<file path="config.mk">
export PLATFORM = sky130hd
export DESIGN_NAME = graph_bfs_dfs_search
export DESIGN_NICKNAME = d
export VERILOG_FILES = /design/src/gbs_pkg.sv /design/src/graph_bfs_dfs_search.sv /design/src/gbs_regs.sv /design/src/gbs_walk.sv /design/src/gbs_emit.sv
export SDC_FILE = /design/constraint.sdc
export NUM_CORES = 2
export LEC_CHECK = 0
export BUFFER_PORTS_ARGS = -buffer_cell sky130_fd_sc_hd__buf_2
export CAP_MARGIN = 10
export CELL_PAD_IN_SITES_DETAIL_PLACEMENT = 1
export CELL_PAD_IN_SITES_GLOBAL_PLACEMENT = 1
export CORE_UTILIZATION = 48
export CTS_BUF_LIST = sky130_fd_sc_hd__clkbuf_8 sky130_fd_sc_hd__clkbuf_16
export CTS_CLUSTER_DIAMETER = 150
export CTS_CLUSTER_SIZE = 24
export DETAILED_ROUTE_END_ITERATION = 12
export PLACE_DENSITY = 0.72
export SETUP_SLACK_MARGIN = 0.02
export SYNTH_ARGS = -nofsm -noshare
export SYNTH_HDL_FRONTEND = slang
export SYNTH_SLANG_ARGS = --single-unit
</file>
<file path="constraint.sdc">
create_clock -name clk -period 9.8 [get_ports clk]
set_input_delay 1.96 -clock clk [delete_from_list [all_inputs] [get_ports clk]]
set_output_delay 1.96 -clock clk [all_outputs]
set_load 0.02 [all_outputs]
</file>
<file path="src/gbs_pkg.sv">
// Shared constants, codes and types of the graph search block.
package gbs_pkg;

  localparam int NODES      = 32;
  localparam int DEGREE     = 2;
  localparam int IDX_W      = 5;                    // node index width (ports)
  localparam int VAL_W      = 32;                   // node value width
  localparam int SLOT_W     = $clog2(DEGREE);       // slot address bits
  localparam int SC_W       = $clog2(DEGREE + 1);   // slot counter, holds DEGREE
  localparam int PTR_W      = $clog2(NODES + 1);    // list pointer, holds NODES
  localparam int LA_W       = IDX_W + SLOT_W;       // link memory address
  localparam int LINK_DEPTH = NODES << SLOT_W;
  localparam int WL_W       = IDX_W + SC_W;         // work list entry {node, slot}
  localparam int ADDR_W     = 4;                    // config byte address

  // request codes
  localparam logic [1:0] REQ_VALUE  = 2'd0;
  localparam logic [1:0] REQ_LINK   = 2'd1;
  localparam logic [1:0] REQ_SEARCH = 2'd2;

  // register indexes (paddr[3:2])
  localparam logic [1:0] REG_MODE   = 2'd0;
  localparam logic [1:0] REG_TARGET = 2'd1;
  localparam logic [1:0] REG_STOP   = 2'd2;

  // search modes
  localparam logic MODE_BFS = 1'b0;
  localparam logic MODE_DFS = 1'b1;

  localparam logic signed [VAL_W-1:0] TARGET_RESET = 32'sd5;

  typedef enum logic [3:0] {
    ST_IDLE,
    ST_BFS_POP,
    ST_BFS_READ,
    ST_BFS_VISIT,
    ST_BFS_LINK,
    ST_DFS_ROOT,
    ST_DFS_TOP,
    ST_DFS_LINK,
    ST_DFS_VISIT,
    ST_DFS_POPRD,
    ST_FLUSH
  } state_t;

  typedef struct packed {
    logic                     search_mode;
    logic signed [VAL_W-1:0]  target_value;
    logic                     stop_on_match;
  } cfg_t;

  typedef struct packed {
    logic                     valid;
    logic [IDX_W-1:0]         index;
    logic signed [VAL_W-1:0]  value;
    logic                     found;
  } visit_t;

endpackage

</file>
<file path="src/graph_bfs_dfs_search.sv">
// Top level of the breadth-first / depth-first graph search block.
//
// Stores a graph of 32 nodes, each with a 32-bit value and two ordered
// neighbor slots (an absent slot ends the list), and walks it from a root on
// request. Items enter on start while busy is low. A value write
// (req_type 0) or link write (req_type 1) leaves busy low.
// A search (req_type 2) raises busy for the whole walk. Visits come out on
// visit_strobe, one cycle each, in breadth-first order (search_mode 0, a
// queue in a work-list memory) or depth-first pre-order (search_mode 1, a
// stack of {node, next slot} frames in the same memory). The receiver cannot
// stall: every strobe is a transfer. The last visit of a search carries
// last = 1, and found marks a visit whose value equals target_value; with
// stop_on_match set the walk ends on the first such visit. The node-value,
// link and work-list memories have registered reads. busy drops in the
// cycle that the final result is shown. Node values never written read
// back as undefined. Config registers sit at byte addresses 0 (search_mode),
// 4 (target_value) and 8 (stop_on_match); the user must see that they are
// written only while busy is low, since the block does not enforce it.
module graph_bfs_dfs_search (
  input  logic                              clk,
  input  logic                              rst,
  // command channel
  input  logic                              start,
  output logic                              busy,
  input  logic [1:0]                        req_type,
  input  logic [gbs_pkg::IDX_W-1:0]         node_index,
  input  logic signed [gbs_pkg::VAL_W-1:0]  node_value,
  input  logic                              neighbor_slot,
  input  logic [gbs_pkg::IDX_W-1:0]         neighbor_index,
  input  logic                              neighbor_present,
  // results
  output logic                              visit_strobe,
  output logic [gbs_pkg::IDX_W-1:0]         visit_index,
  output logic signed [gbs_pkg::VAL_W-1:0]  visit_value,
  output logic                              found,
  output logic                              last,
  // configuration
  input  logic                              psel,
  input  logic                              penable,
  input  logic                              pwrite,
  input  logic [gbs_pkg::ADDR_W-1:0]        paddr,
  input  logic [31:0]                       pwdata,
  output logic [31:0]                       prdata,
  output logic                              pready
);
  import gbs_pkg::*;

  cfg_t   cfg;
  visit_t vis;
  logic   flush;

  assign pready = 1'b1;

  gbs_regs u_regs (
    .clk     (clk),
    .rst     (rst),
    .psel    (psel),
    .penable (penable),
    .pwrite  (pwrite),
    .paddr   (paddr),
    .pwdata  (pwdata),
    .prdata  (prdata),
    .cfg     (cfg)
  );

  gbs_walk u_walk (
    .clk              (clk),
    .rst              (rst),
    .cfg              (cfg),
    .start            (start),
    .req_type         (req_type),
    .node_index       (node_index),
    .node_value       (node_value),
    .neighbor_slot    (neighbor_slot),
    .neighbor_index   (neighbor_index),
    .neighbor_present (neighbor_present),
    .busy             (busy),
    .vis              (vis),
    .flush            (flush)
  );

  gbs_emit u_emit (
    .clk          (clk),
    .rst          (rst),
    .vis          (vis),
    .flush        (flush),
    .visit_strobe (visit_strobe),
    .visit_index  (visit_index),
    .visit_value  (visit_value),
    .found        (found),
    .last         (last)
  );

`ifndef ASSERT_OFF
  // results only come out of a walk in progress
  a_strobe_in_walk: assert property (@(posedge clk) disable iff (rst)
    visit_strobe |-> $past(busy))
    else $error("visit result outside a search");

  // the final result coincides with the return to idle
  a_last_idle: assert property (@(posedge clk) disable iff (rst)
    visit_strobe && last |-> !busy)
    else $error("last result while still busy");

  // every search request starts a walk
  a_search_busy: assert property (@(posedge clk) disable iff (rst)
    start && !busy && req_type == REQ_SEARCH |=> busy)
    else $error("search did not start");

  // load writes leave the block idle
  a_load_idle: assert property (@(posedge clk) disable iff (rst)
    start && !busy && (req_type == REQ_VALUE || req_type == REQ_LINK) |=> !busy)
    else $error("load write left the block busy");
`endif

endmodule

</file>
<file path="src/gbs_regs.sv">
// APB configuration registers of the graph search block.
module gbs_regs (
  input  logic                      clk,
  input  logic                      rst,
  input  logic                      psel,
  input  logic                      penable,
  input  logic                      pwrite,
  input  logic [gbs_pkg::ADDR_W-1:0] paddr,
  input  logic [31:0]               pwdata,
  output logic [31:0]               prdata,
  output gbs_pkg::cfg_t             cfg
);
  import gbs_pkg::*;

  logic wr;

  assign wr = psel && penable && pwrite;

  always_ff @(posedge clk) begin
    if (rst) begin
      cfg.search_mode   <= MODE_BFS;
      cfg.target_value  <= TARGET_RESET;
      cfg.stop_on_match <= 1'b1;
    end else if (wr) begin
      case (paddr[3:2])
        REG_MODE:   cfg.search_mode   <= pwdata[0];
        REG_TARGET: cfg.target_value  <= pwdata;
        REG_STOP:   cfg.stop_on_match <= pwdata[0];
        default: ;
      endcase
    end
  end

  always_comb begin
    case (paddr[3:2])
      REG_MODE:   prdata = {31'b0, cfg.search_mode};
      REG_TARGET: prdata = cfg.target_value;
      REG_STOP:   prdata = {31'b0, cfg.stop_on_match};
      default:    prdata = '0;
    endcase
  end

endmodule

</file>
<file path="src/gbs_walk.sv">
// Graph memories and the breadth-first / depth-first walk sequencer.
module gbs_walk (
  input  logic                              clk,
  input  logic                              rst,
  input  gbs_pkg::cfg_t                     cfg,
  input  logic                              start,
  input  logic [1:0]                        req_type,
  input  logic [gbs_pkg::IDX_W-1:0]         node_index,
  input  logic signed [gbs_pkg::VAL_W-1:0]  node_value,
  input  logic                              neighbor_slot,
  input  logic [gbs_pkg::IDX_W-1:0]         neighbor_index,
  input  logic                              neighbor_present,
  output logic                              busy,
  output gbs_pkg::visit_t                   vis,
  output logic                              flush
);
  import gbs_pkg::*;

  state_t            state, state_next;
  logic [PTR_W-1:0]  head, head_next;
  logic [PTR_W-1:0]  tail, tail_next;      // queue tail, or stack depth in DFS
  logic [IDX_W-1:0]  cur_node, cur_node_next;
  logic [SC_W-1:0]   cur_slot, cur_slot_next;
  logic [IDX_W-1:0]  nb_reg, nb_reg_next;
  logic [NODES-1:0]  visited, visited_next;

  // node values
  logic [VAL_W-1:0]  val_mem [NODES];
  logic              val_we, val_re;
  logic [IDX_W-1:0]  val_waddr, val_raddr;
  logic [VAL_W-1:0]  val_wdata, val_rdata;

  // neighbor links: target in memory, presence in flops
  logic [IDX_W-1:0]      lnk_mem [LINK_DEPTH];
  logic [LINK_DEPTH-1:0] link_ok;
  logic                  lnk_we, lnk_re, lnk_ok_wdata;
  logic [LA_W-1:0]       lnk_waddr, lnk_raddr;
  logic [IDX_W-1:0]      lnk_rdata;

  // work list: queue or stack of {node, next slot}
  logic [WL_W-1:0]   wl_mem [NODES];
  logic              wl_we, wl_re;
  logic [IDX_W-1:0]  wl_waddr, wl_raddr;
  logic [WL_W-1:0]   wl_wdata, wl_rdata;

  logic              accept, node_ok, slot_ok, match, stop_hit, top_ok, room;
  logic [LA_W-1:0]   top_addr;
  logic [SC_W-1:0]   slot_inc;
  logic [PTR_W-1:0]  tail_m1, tail_m2;

  assign busy     = (state != ST_IDLE);
  assign accept   = start && !busy;
  assign node_ok  = {1'b0, node_index} < PTR_W'(NODES);
  assign slot_ok  = SC_W'(neighbor_slot) < SC_W'(DEGREE);
  assign match    = (val_rdata == cfg.target_value);
  assign stop_hit = match && cfg.stop_on_match;
  assign top_addr = {cur_node, cur_slot[SLOT_W-1:0]};
  assign top_ok   = link_ok[top_addr];
  assign slot_inc = cur_slot + 1'b1;
  assign room     = tail < PTR_W'(NODES);
  assign tail_m1  = tail - 1'b1;
  assign tail_m2  = tail - 2'd2;
  assign lnk_ok_wdata = neighbor_present && ({1'b0, neighbor_index} < PTR_W'(NODES));

  always_ff @(posedge clk) begin
    if (rst) begin
      state    <= ST_IDLE;
      head     <= '0;
      tail     <= '0;
      visited  <= '0;
      cur_node <= '0;
      cur_slot <= '0;
      nb_reg   <= '0;
    end else begin
      state    <= state_next;
      head     <= head_next;
      tail     <= tail_next;
      visited  <= visited_next;
      cur_node <= cur_node_next;
      cur_slot <= cur_slot_next;
      nb_reg   <= nb_reg_next;
    end
  end

  always_ff @(posedge clk) begin
    if (rst) begin
      link_ok <= '0;
    end else if (lnk_we) begin
      link_ok[lnk_waddr] <= lnk_ok_wdata;
    end
  end

  always_ff @(posedge clk) begin
    if (val_we) val_mem[val_waddr] <= val_wdata;
    if (val_re) val_rdata <= val_mem[val_raddr];
  end

  always_ff @(posedge clk) begin
    if (lnk_we) lnk_mem[lnk_waddr] <= neighbor_index;
    if (lnk_re) lnk_rdata <= lnk_mem[lnk_raddr];
  end

  always_ff @(posedge clk) begin
    if (wl_we) wl_mem[wl_waddr] <= wl_wdata;
    if (wl_re) wl_rdata <= wl_mem[wl_raddr];
  end

  always_comb begin
    state_next    = state;
    head_next     = head;
    tail_next     = tail;
    visited_next  = visited;
    cur_node_next = cur_node;
    cur_slot_next = cur_slot;
    nb_reg_next   = nb_reg;
    val_we        = 1'b0;
    val_waddr     = node_index;
    val_wdata     = node_value;
    val_re        = 1'b0;
    val_raddr     = cur_node;
    lnk_we        = 1'b0;
    lnk_waddr     = {node_index, neighbor_slot};
    lnk_re        = 1'b0;
    lnk_raddr     = top_addr;
    wl_we         = 1'b0;
    wl_waddr      = '0;
    wl_wdata      = '0;
    wl_re         = 1'b0;
    wl_raddr      = '0;
    vis.valid     = 1'b0;
    vis.index     = cur_node;
    vis.value     = val_rdata;
    vis.found     = match;
    flush         = 1'b0;

    case (state)
      ST_IDLE: begin
        if (accept) begin
          case (req_type)
            REQ_VALUE: val_we = node_ok;
            REQ_LINK:  lnk_we = node_ok && slot_ok;
            REQ_SEARCH: begin
              if (node_ok) begin
                visited_next             = '0;
                visited_next[node_index] = 1'b1;
                cur_node_next            = node_index;
                cur_slot_next            = '0;
                if (cfg.search_mode == MODE_DFS) begin
                  val_re     = 1'b1;
                  val_raddr  = node_index;
                  state_next = ST_DFS_ROOT;
                end else begin
                  wl_we      = 1'b1;
                  wl_waddr   = '0;
                  wl_wdata   = {node_index, SC_W'(0)};
                  head_next  = '0;
                  tail_next  = PTR_W'(1);
                  state_next = ST_BFS_POP;
                end
              end
            end
            default: ;
          endcase
        end
      end

      ST_BFS_POP: begin
        if (head < tail) begin
          wl_re      = 1'b1;
          wl_raddr   = head[IDX_W-1:0];
          head_next  = head + 1'b1;
          state_next = ST_BFS_READ;
        end else begin
          state_next = ST_FLUSH;
        end
      end

      ST_BFS_READ: begin
        cur_node_next = wl_rdata[WL_W-1:SC_W];
        cur_slot_next = '0;
        val_re        = 1'b1;
        val_raddr     = wl_rdata[WL_W-1:SC_W];
        lnk_re        = 1'b1;
        lnk_raddr     = {wl_rdata[WL_W-1:SC_W], SLOT_W'(0)};
        state_next    = ST_BFS_VISIT;
      end

      ST_BFS_VISIT: begin
        vis.valid  = 1'b1;
        state_next = stop_hit ? ST_FLUSH : ST_BFS_LINK;
      end

      // one slot per cycle; link data for the current slot is already in lnk_rdata
      ST_BFS_LINK: begin
        if (!top_ok) begin
          state_next = ST_BFS_POP;
        end else begin
          if (!visited[lnk_rdata] && room) begin
            visited_next[lnk_rdata] = 1'b1;
            wl_we     = 1'b1;
            wl_waddr  = tail[IDX_W-1:0];
            wl_wdata  = {lnk_rdata, SC_W'(0)};
            tail_next = tail + 1'b1;
          end
          cur_slot_next = slot_inc;
          if (slot_inc == SC_W'(DEGREE)) begin
            state_next = ST_BFS_POP;
          end else begin
            lnk_re    = 1'b1;
            lnk_raddr = {cur_node, slot_inc[SLOT_W-1:0]};
          end
        end
      end

      ST_DFS_ROOT: begin
        vis.valid = 1'b1;
        if (stop_hit) begin
          state_next = ST_FLUSH;
        end else begin
          tail_next  = PTR_W'(1);
          state_next = ST_DFS_TOP;
        end
      end

      // top frame lives in cur_node/cur_slot; frames below it in wl_mem
      ST_DFS_TOP: begin
        if (cur_slot == SC_W'(DEGREE) || !top_ok) begin
          tail_next = tail_m1;
          if (tail == PTR_W'(1)) begin
            state_next = ST_FLUSH;
          end else begin
            wl_re      = 1'b1;
            wl_raddr   = tail_m2[IDX_W-1:0];
            state_next = ST_DFS_POPRD;
          end
        end else begin
          lnk_re     = 1'b1;
          lnk_raddr  = top_addr;
          state_next = ST_DFS_LINK;
        end
      end

      ST_DFS_LINK: begin
        cur_slot_next = slot_inc;
        if (!visited[lnk_rdata] && room) begin
          visited_next[lnk_rdata] = 1'b1;
          val_re      = 1'b1;
          val_raddr   = lnk_rdata;
          nb_reg_next = lnk_rdata;
          state_next  = ST_DFS_VISIT;
        end else begin
          state_next  = ST_DFS_TOP;
        end
      end

      ST_DFS_VISIT: begin
        vis.valid = 1'b1;
        vis.index = nb_reg;
        if (stop_hit) begin
          state_next = ST_FLUSH;
        end else begin
          wl_we         = 1'b1;
          wl_waddr      = tail_m1[IDX_W-1:0];
          wl_wdata      = {cur_node, cur_slot};
          cur_node_next = nb_reg;
          cur_slot_next = '0;
          tail_next     = tail + 1'b1;
          state_next    = ST_DFS_TOP;
        end
      end

      ST_DFS_POPRD: begin
        cur_node_next = wl_rdata[WL_W-1:SC_W];
        cur_slot_next = wl_rdata[SC_W-1:0];
        state_next    = ST_DFS_TOP;
      end

      ST_FLUSH: begin
        flush      = 1'b1;
        state_next = ST_IDLE;
      end

      default: state_next = ST_IDLE;
    endcase
  end

endmodule

</file>
<file path="src/gbs_emit.sv">
// Result stage: holds one visit back so the final one can be marked last.
module gbs_emit (
  input  logic                              clk,
  input  logic                              rst,
  input  gbs_pkg::visit_t                   vis,
  input  logic                              flush,
  output logic                              visit_strobe,
  output logic [gbs_pkg::IDX_W-1:0]         visit_index,
  output logic signed [gbs_pkg::VAL_W-1:0]  visit_value,
  output logic                              found,
  output logic                              last
);
  import gbs_pkg::*;

  logic                     pend_valid;
  logic [IDX_W-1:0]         pend_index;
  logic signed [VAL_W-1:0]  pend_value;
  logic                     pend_found;

  always_ff @(posedge clk) begin
    if (rst) begin
      pend_valid   <= 1'b0;
      visit_strobe <= 1'b0;
    end else begin
      visit_strobe <= 1'b0;
      if (vis.valid) begin
        // a newer visit exists, so the held one is not the last
        visit_strobe <= pend_valid;
        pend_valid   <= 1'b1;
      end else if (flush) begin
        visit_strobe <= pend_valid;
        pend_valid   <= 1'b0;
      end
    end
  end

  always_ff @(posedge clk) begin
    if (vis.valid) begin
      pend_index <= vis.index;
      pend_value <= vis.value;
      pend_found <= vis.found;
    end
    if (vis.valid || flush) begin
      visit_index <= pend_index;
      visit_value <= pend_value;
      found       <= pend_found;
      last        <= !vis.valid;
    end
  end

endmodule

</file>
==> out/results.tsv <==
stage	metric	value	unit
layout	area_occupied_by_registers	53900	um^2
cts	cts_root_buf	sky130_fd_sc_hd__clkbuf_16	
routing	routed_wire_length_per_instance	29.3	um
timing	layout_worst_path_cycle_share	68.8	%
timing	max_slew.worst_pin.slew	1260	ps
power	power	0.0205	W
layout	drive_above_1_share	8.69	%
synthesis	post_synth_instance_area	74300	um^2
worst_setup_path	cp_data_arrival_time	7190	ps
grt	grt_antenna_before_repair	19	
cts	cts_buffers	87	
synthesis	ys_warn_count	0	
synthesis	post-synth-top-area-cell	sky130_fd_sc_hd__edfxtp_1	
timing	setup_slack	3060	ps
worst_setup_path	worstSetupStartpoint	u_walk.lnk_rdata[0]$_DFFE_PP_	
cts	cts_num_sinks	1849	
worst_setup_path	timing.critical_path.required	10250	ps
synthesis	post_synth.cell_area_avg	13.3	um^2
floorplan	chipWidth	396	um
timing	fmax	148	MHz
worst_setup_path	startpoint_type	flop	
synthesis	postSynthCellCount	5578	
floorplan	initial_utilization	48.3	%
synthesis	synth.lib_cells_used.distinct	79	
worst_setup_path	crit_fanout	40	
power	vdd_drop_max	0.277	mV
routing	route.vias.total	47800	
worst_setup_path	r2r_slack	3060	ps
worst_setup_path	category_of_the_worst_setup_path_capture_point	flop	
power	power.density_cell_area	256	nW/um^2
timing	timing.final.setup_violations	0	
placed_design	dp_worst_setup_slack	2820	ps
layout	fin_nets	5683	
power	leakage	27.2	nW
synthesis	synth_seq_area_share	72.5	%
routing	remaining_drc_errors	0	
layout	largest_register_ff_count	1024	
worst_setup_path	setup.worst_path.class	flop to flop	
placed_design	port-buffer-count	158	
grt	total_track_usage	28.2	%
cts	tritoncts	done	
layout	largest_registers	u_walk.val_mem (1024), u_walk.lnk_mem (320), u_walk.wl_mem (224)	
worst_setup_path	worst_r2r_endpoint	u_walk.val_rdata[8]$_DFFE_PP_	
run	max-cap-violations	0	
floorplan	die_area	156000	um^2
synthesis	ys_top_cells_by_count	sky130_fd_sc_hd__edfxtp_1 (1689), sky130_fd_sc_hd__nand2_1 (1288), sky130_fd_sc_hd__a21oi_1 (369)	
run_status	status	completed	
placed_design	gp_congestion	0.878	
floorplan	i_o_pin_count	162	
cts	cts.htree.levels	3	
layout	registers.top_by_ff_count	u_walk.val_mem	
worst_setup_path	worst-r2r-cell-count	14	
grt	first_global_vias	48500	
cts	post_cts_hold_buffers	0	
min_path	worst_hold_path_type	flop to flop	
floorplan	core_area	154000	um^2
timing	post-route-min-period	6740	ps
cts	post_cts_buffers	0	
synthesis	yosys.area.top_type_share	68.2	%
cts	clockBufferDepth	3	
synthesis	synth_fp_nets	5681	
timing	skew	41.3	ps
grt	globalRoute.totalOverflow	0	
timing	hold_viol	0	
routing	drt_pre_antenna_iters	5	
routing	vias_per_cell	6.22	
timing	setup_tns	0	ps
layout	fill_cells	15200	
routing	postRouteWirelength	225000	um
timing	rsz0062_at_grt	false	
worst_setup_path	worst_r2r_startpoint	u_walk.lnk_rdata[0]$_DFFE_PP_	
worst_setup_path	critical_path.endpoint	u_walk.val_rdata[8]$_DFFE_PP_	
routing	antenna_left	0	
cts	post_cts_resized	0	
floorplan	chipHeight	396	um
synthesis	ys_top_cells_by_area	sky130_fd_sc_hd__edfxtp_1 (68%), sky130_fd_sc_hd__nand2_1 (6.5%), sky130_fd_sc_hd__dfxtp_1 (4.3%)	
placed_design	detailed_place_hpwl	130000	um
layout	area_delta_synth_final	7.63	%
cts	clock_slew_at_the_register_clock_pins_of_the_worst_setup_and_hold_paths	110	ps
synthesis	ys_async_sr_fraction	0	%
grt	grt_first_pass_wirelength	326000	um
layout	area_of_combinational_cells_with_multiple_inputs	19300	um^2
routing	detail_route.iter0.violations	4957	
timing	slew_violations	0	
synthesis	synth.most_common_cell	sky130_fd_sc_hd__edfxtp_1	
timing	slew-limit-headroom	16.1	%
grt	grt_start_max_net_pins	187	
cts	later_pin_clock_latency_in_the_skew_report	750	ps
synthesis	yosys_register_bits	1849	
synthesis	synth-main-ff-cell	sky130_fd_sc_hd__edfxtp_1	
floorplan	rows	144	
synthesis	synth_edf_count	1689	
## worst max-delay path: stages, from the launching register on
cell and delay (ps):
sky130_fd_sc_hd__edfxtp_1 920, sky130_fd_sc_hd__mux4_2 620, sky130_fd_sc_hd__mux4_2 490, sky130_fd_sc_hd__o21a_1 220, sky130_fd_sc_hd__nor2_2 530, sky130_fd_sc_hd__a211oi_2 220
sky130_fd_sc_hd__a221oi_4 400, sky130_fd_sc_hd__buf_4 560, sky130_fd_sc_hd__nor2_4 40, sky130_fd_sc_hd__buf_4 360, sky130_fd_sc_hd__nand2_4 660, sky130_fd_sc_hd__buf_4 560
sky130_fd_sc_hd__o22ai_1 180, sky130_fd_sc_hd__nor4_1 440, sky130_fd_sc_hd__a22oi_1 170
## metal layers
layer | wire (um) | GRT usage (%) | up-vias
met5 | 23 | 0 | -
met4 | 7160 | 8.96 | 4
met3 | 16200 | 3.91 | 360
met2 | 109000 | 46.8 | 1863
met1 | 92600 | 38.5 | 24800
li1 | - | - | 20700
## final cells by class
| class | count | area share, % |
|---|---|---|
| Clock buffer | 88 | 2.75 |
| Tap cell | 2044 | 3.20 |
| Clock inverter | 47 | 0.336 |
| Inverter | 52 | 0.244 |
| Antenna cell | 3 | 0.00938 |
| Timing Repair Buffer | 259 | 2.00 |
| Sequential cell | 1849 | 67.4 |
| Multi-Input combinational cell | 3331 | 24.1 |
## cell usage in the layout (no fill, tap or decap), types with 6 or more instances in the layout
cell,n
sky130_fd_sc_hd__dfxtp_1,159
sky130_fd_sc_hd__o22ai_1,67
sky130_fd_sc_hd__nor4_1,74
sky130_fd_sc_hd__o31ai_1,35
sky130_fd_sc_hd__mux2_2,10
sky130_fd_sc_hd__o221ai_1,14
sky130_fd_sc_hd__a211oi_1,15
sky130_fd_sc_hd__nor2b_1,12
sky130_fd_sc_hd__and3_1,47
sky130_fd_sc_hd__or2_2,8
sky130_fd_sc_hd__nand3_1,230
sky130_fd_sc_hd__edfxtp_1,1689
sky130_fd_sc_hd__nand3b_1,6
sky130_fd_sc_hd__mux4_2,35
sky130_fd_sc_hd__a22oi_1,43
sky130_fd_sc_hd__and2_1,45
sky130_fd_sc_hd__ha_1,15
sky130_fd_sc_hd__a21oi_1,369
sky130_fd_sc_hd__nor2_1,161
sky130_fd_sc_hd__a221oi_1,70
sky130_fd_sc_hd__buf_2,157
sky130_fd_sc_hd__o21ai_0,133
sky130_fd_sc_hd__nand4_1,43
sky130_fd_sc_hd__xor2_1,36
sky130_fd_sc_hd__a31oi_1,69
sky130_fd_sc_hd__clkbuf_16,88
sky130_fd_sc_hd__mux2i_1,261
sky130_fd_sc_hd__a32oi_1,52
sky130_fd_sc_hd__nand2_1,1285
sky130_fd_sc_hd__a311oi_1,8
sky130_fd_sc_hd__nor3_1,12
sky130_fd_sc_hd__nor2_4,36
sky130_fd_sc_hd__nor3b_1,7
sky130_fd_sc_hd__a21o_1,14
sky130_fd_sc_hd__nand2b_1,17
sky130_fd_sc_hd__inv_1,91
sky130_fd_sc_hd__buf_4,98
## logic make-up (layout without fill, tap and decap cells)
kind of cell	after synthesis	count (layout)	synth area share, %
other cells	1	4	0.00504
fa+ha+maj	15	15	0.252
compound gates	950	950	8.05
xor+xnor	41	41	0.483
simple gates	2014	2014	11.6
mux	310	310	4.80
buf+inv	398	446	2.31
flops	1849	1849	72.5
## worst min path at each step
stage,startpoint,end,slack [ps],depth (start not counted)
6_report,u_emit.pend_value[24]$_DFFE_PN_,u_emit.visit_value[24]$_DFFE_PP_,430,0
5_1_grt,u_emit.pend_found$_DFFE_PN_,u_emit.found$_DFFE_PP_,430,0
4_1_cts,u_emit.pend_index[1]$_DFFE_PN_,u_emit.visit_index[1]$_DFFE_PP_,430,0
3_5_place_dp,u_emit.pend_index[1]$_DFFE_PN_,u_emit.visit_index[1]$_DFFE_PP_,410,0
3_3_place_gp,u_emit.pend_value[29]$_DFFE_PN_,u_emit.visit_value[29]$_DFFE_PP_,400,0
2_1_floorplan,u_emit.pend_found$_DFFE_PN_,u_emit.found$_DFFE_PP_,400,0
## where the power goes
group          internal [W]  switching (W)  total, W
sequential          0.00904       0.000435   0.00947
combinational       0.00204        0.00487   0.00691
clock               0.00166        0.00245   0.00411
total                0.0127        0.00776    0.0205
## stage by stage
stage	util (%)	instance area [um^2]	hold WS, ps	instances
2_1_floorplan	-	74300	400	5578
3_3_place_gp	50.4	77500	402	7535
3_5_place_dp	50.4	77500	406	7535
4_1_cts	52.0	80000	429	7670
5_1_grt	52.0	80000	433	7673
6_report	52.0	80000	427	7673
Power figures use the tool's default switching activity.
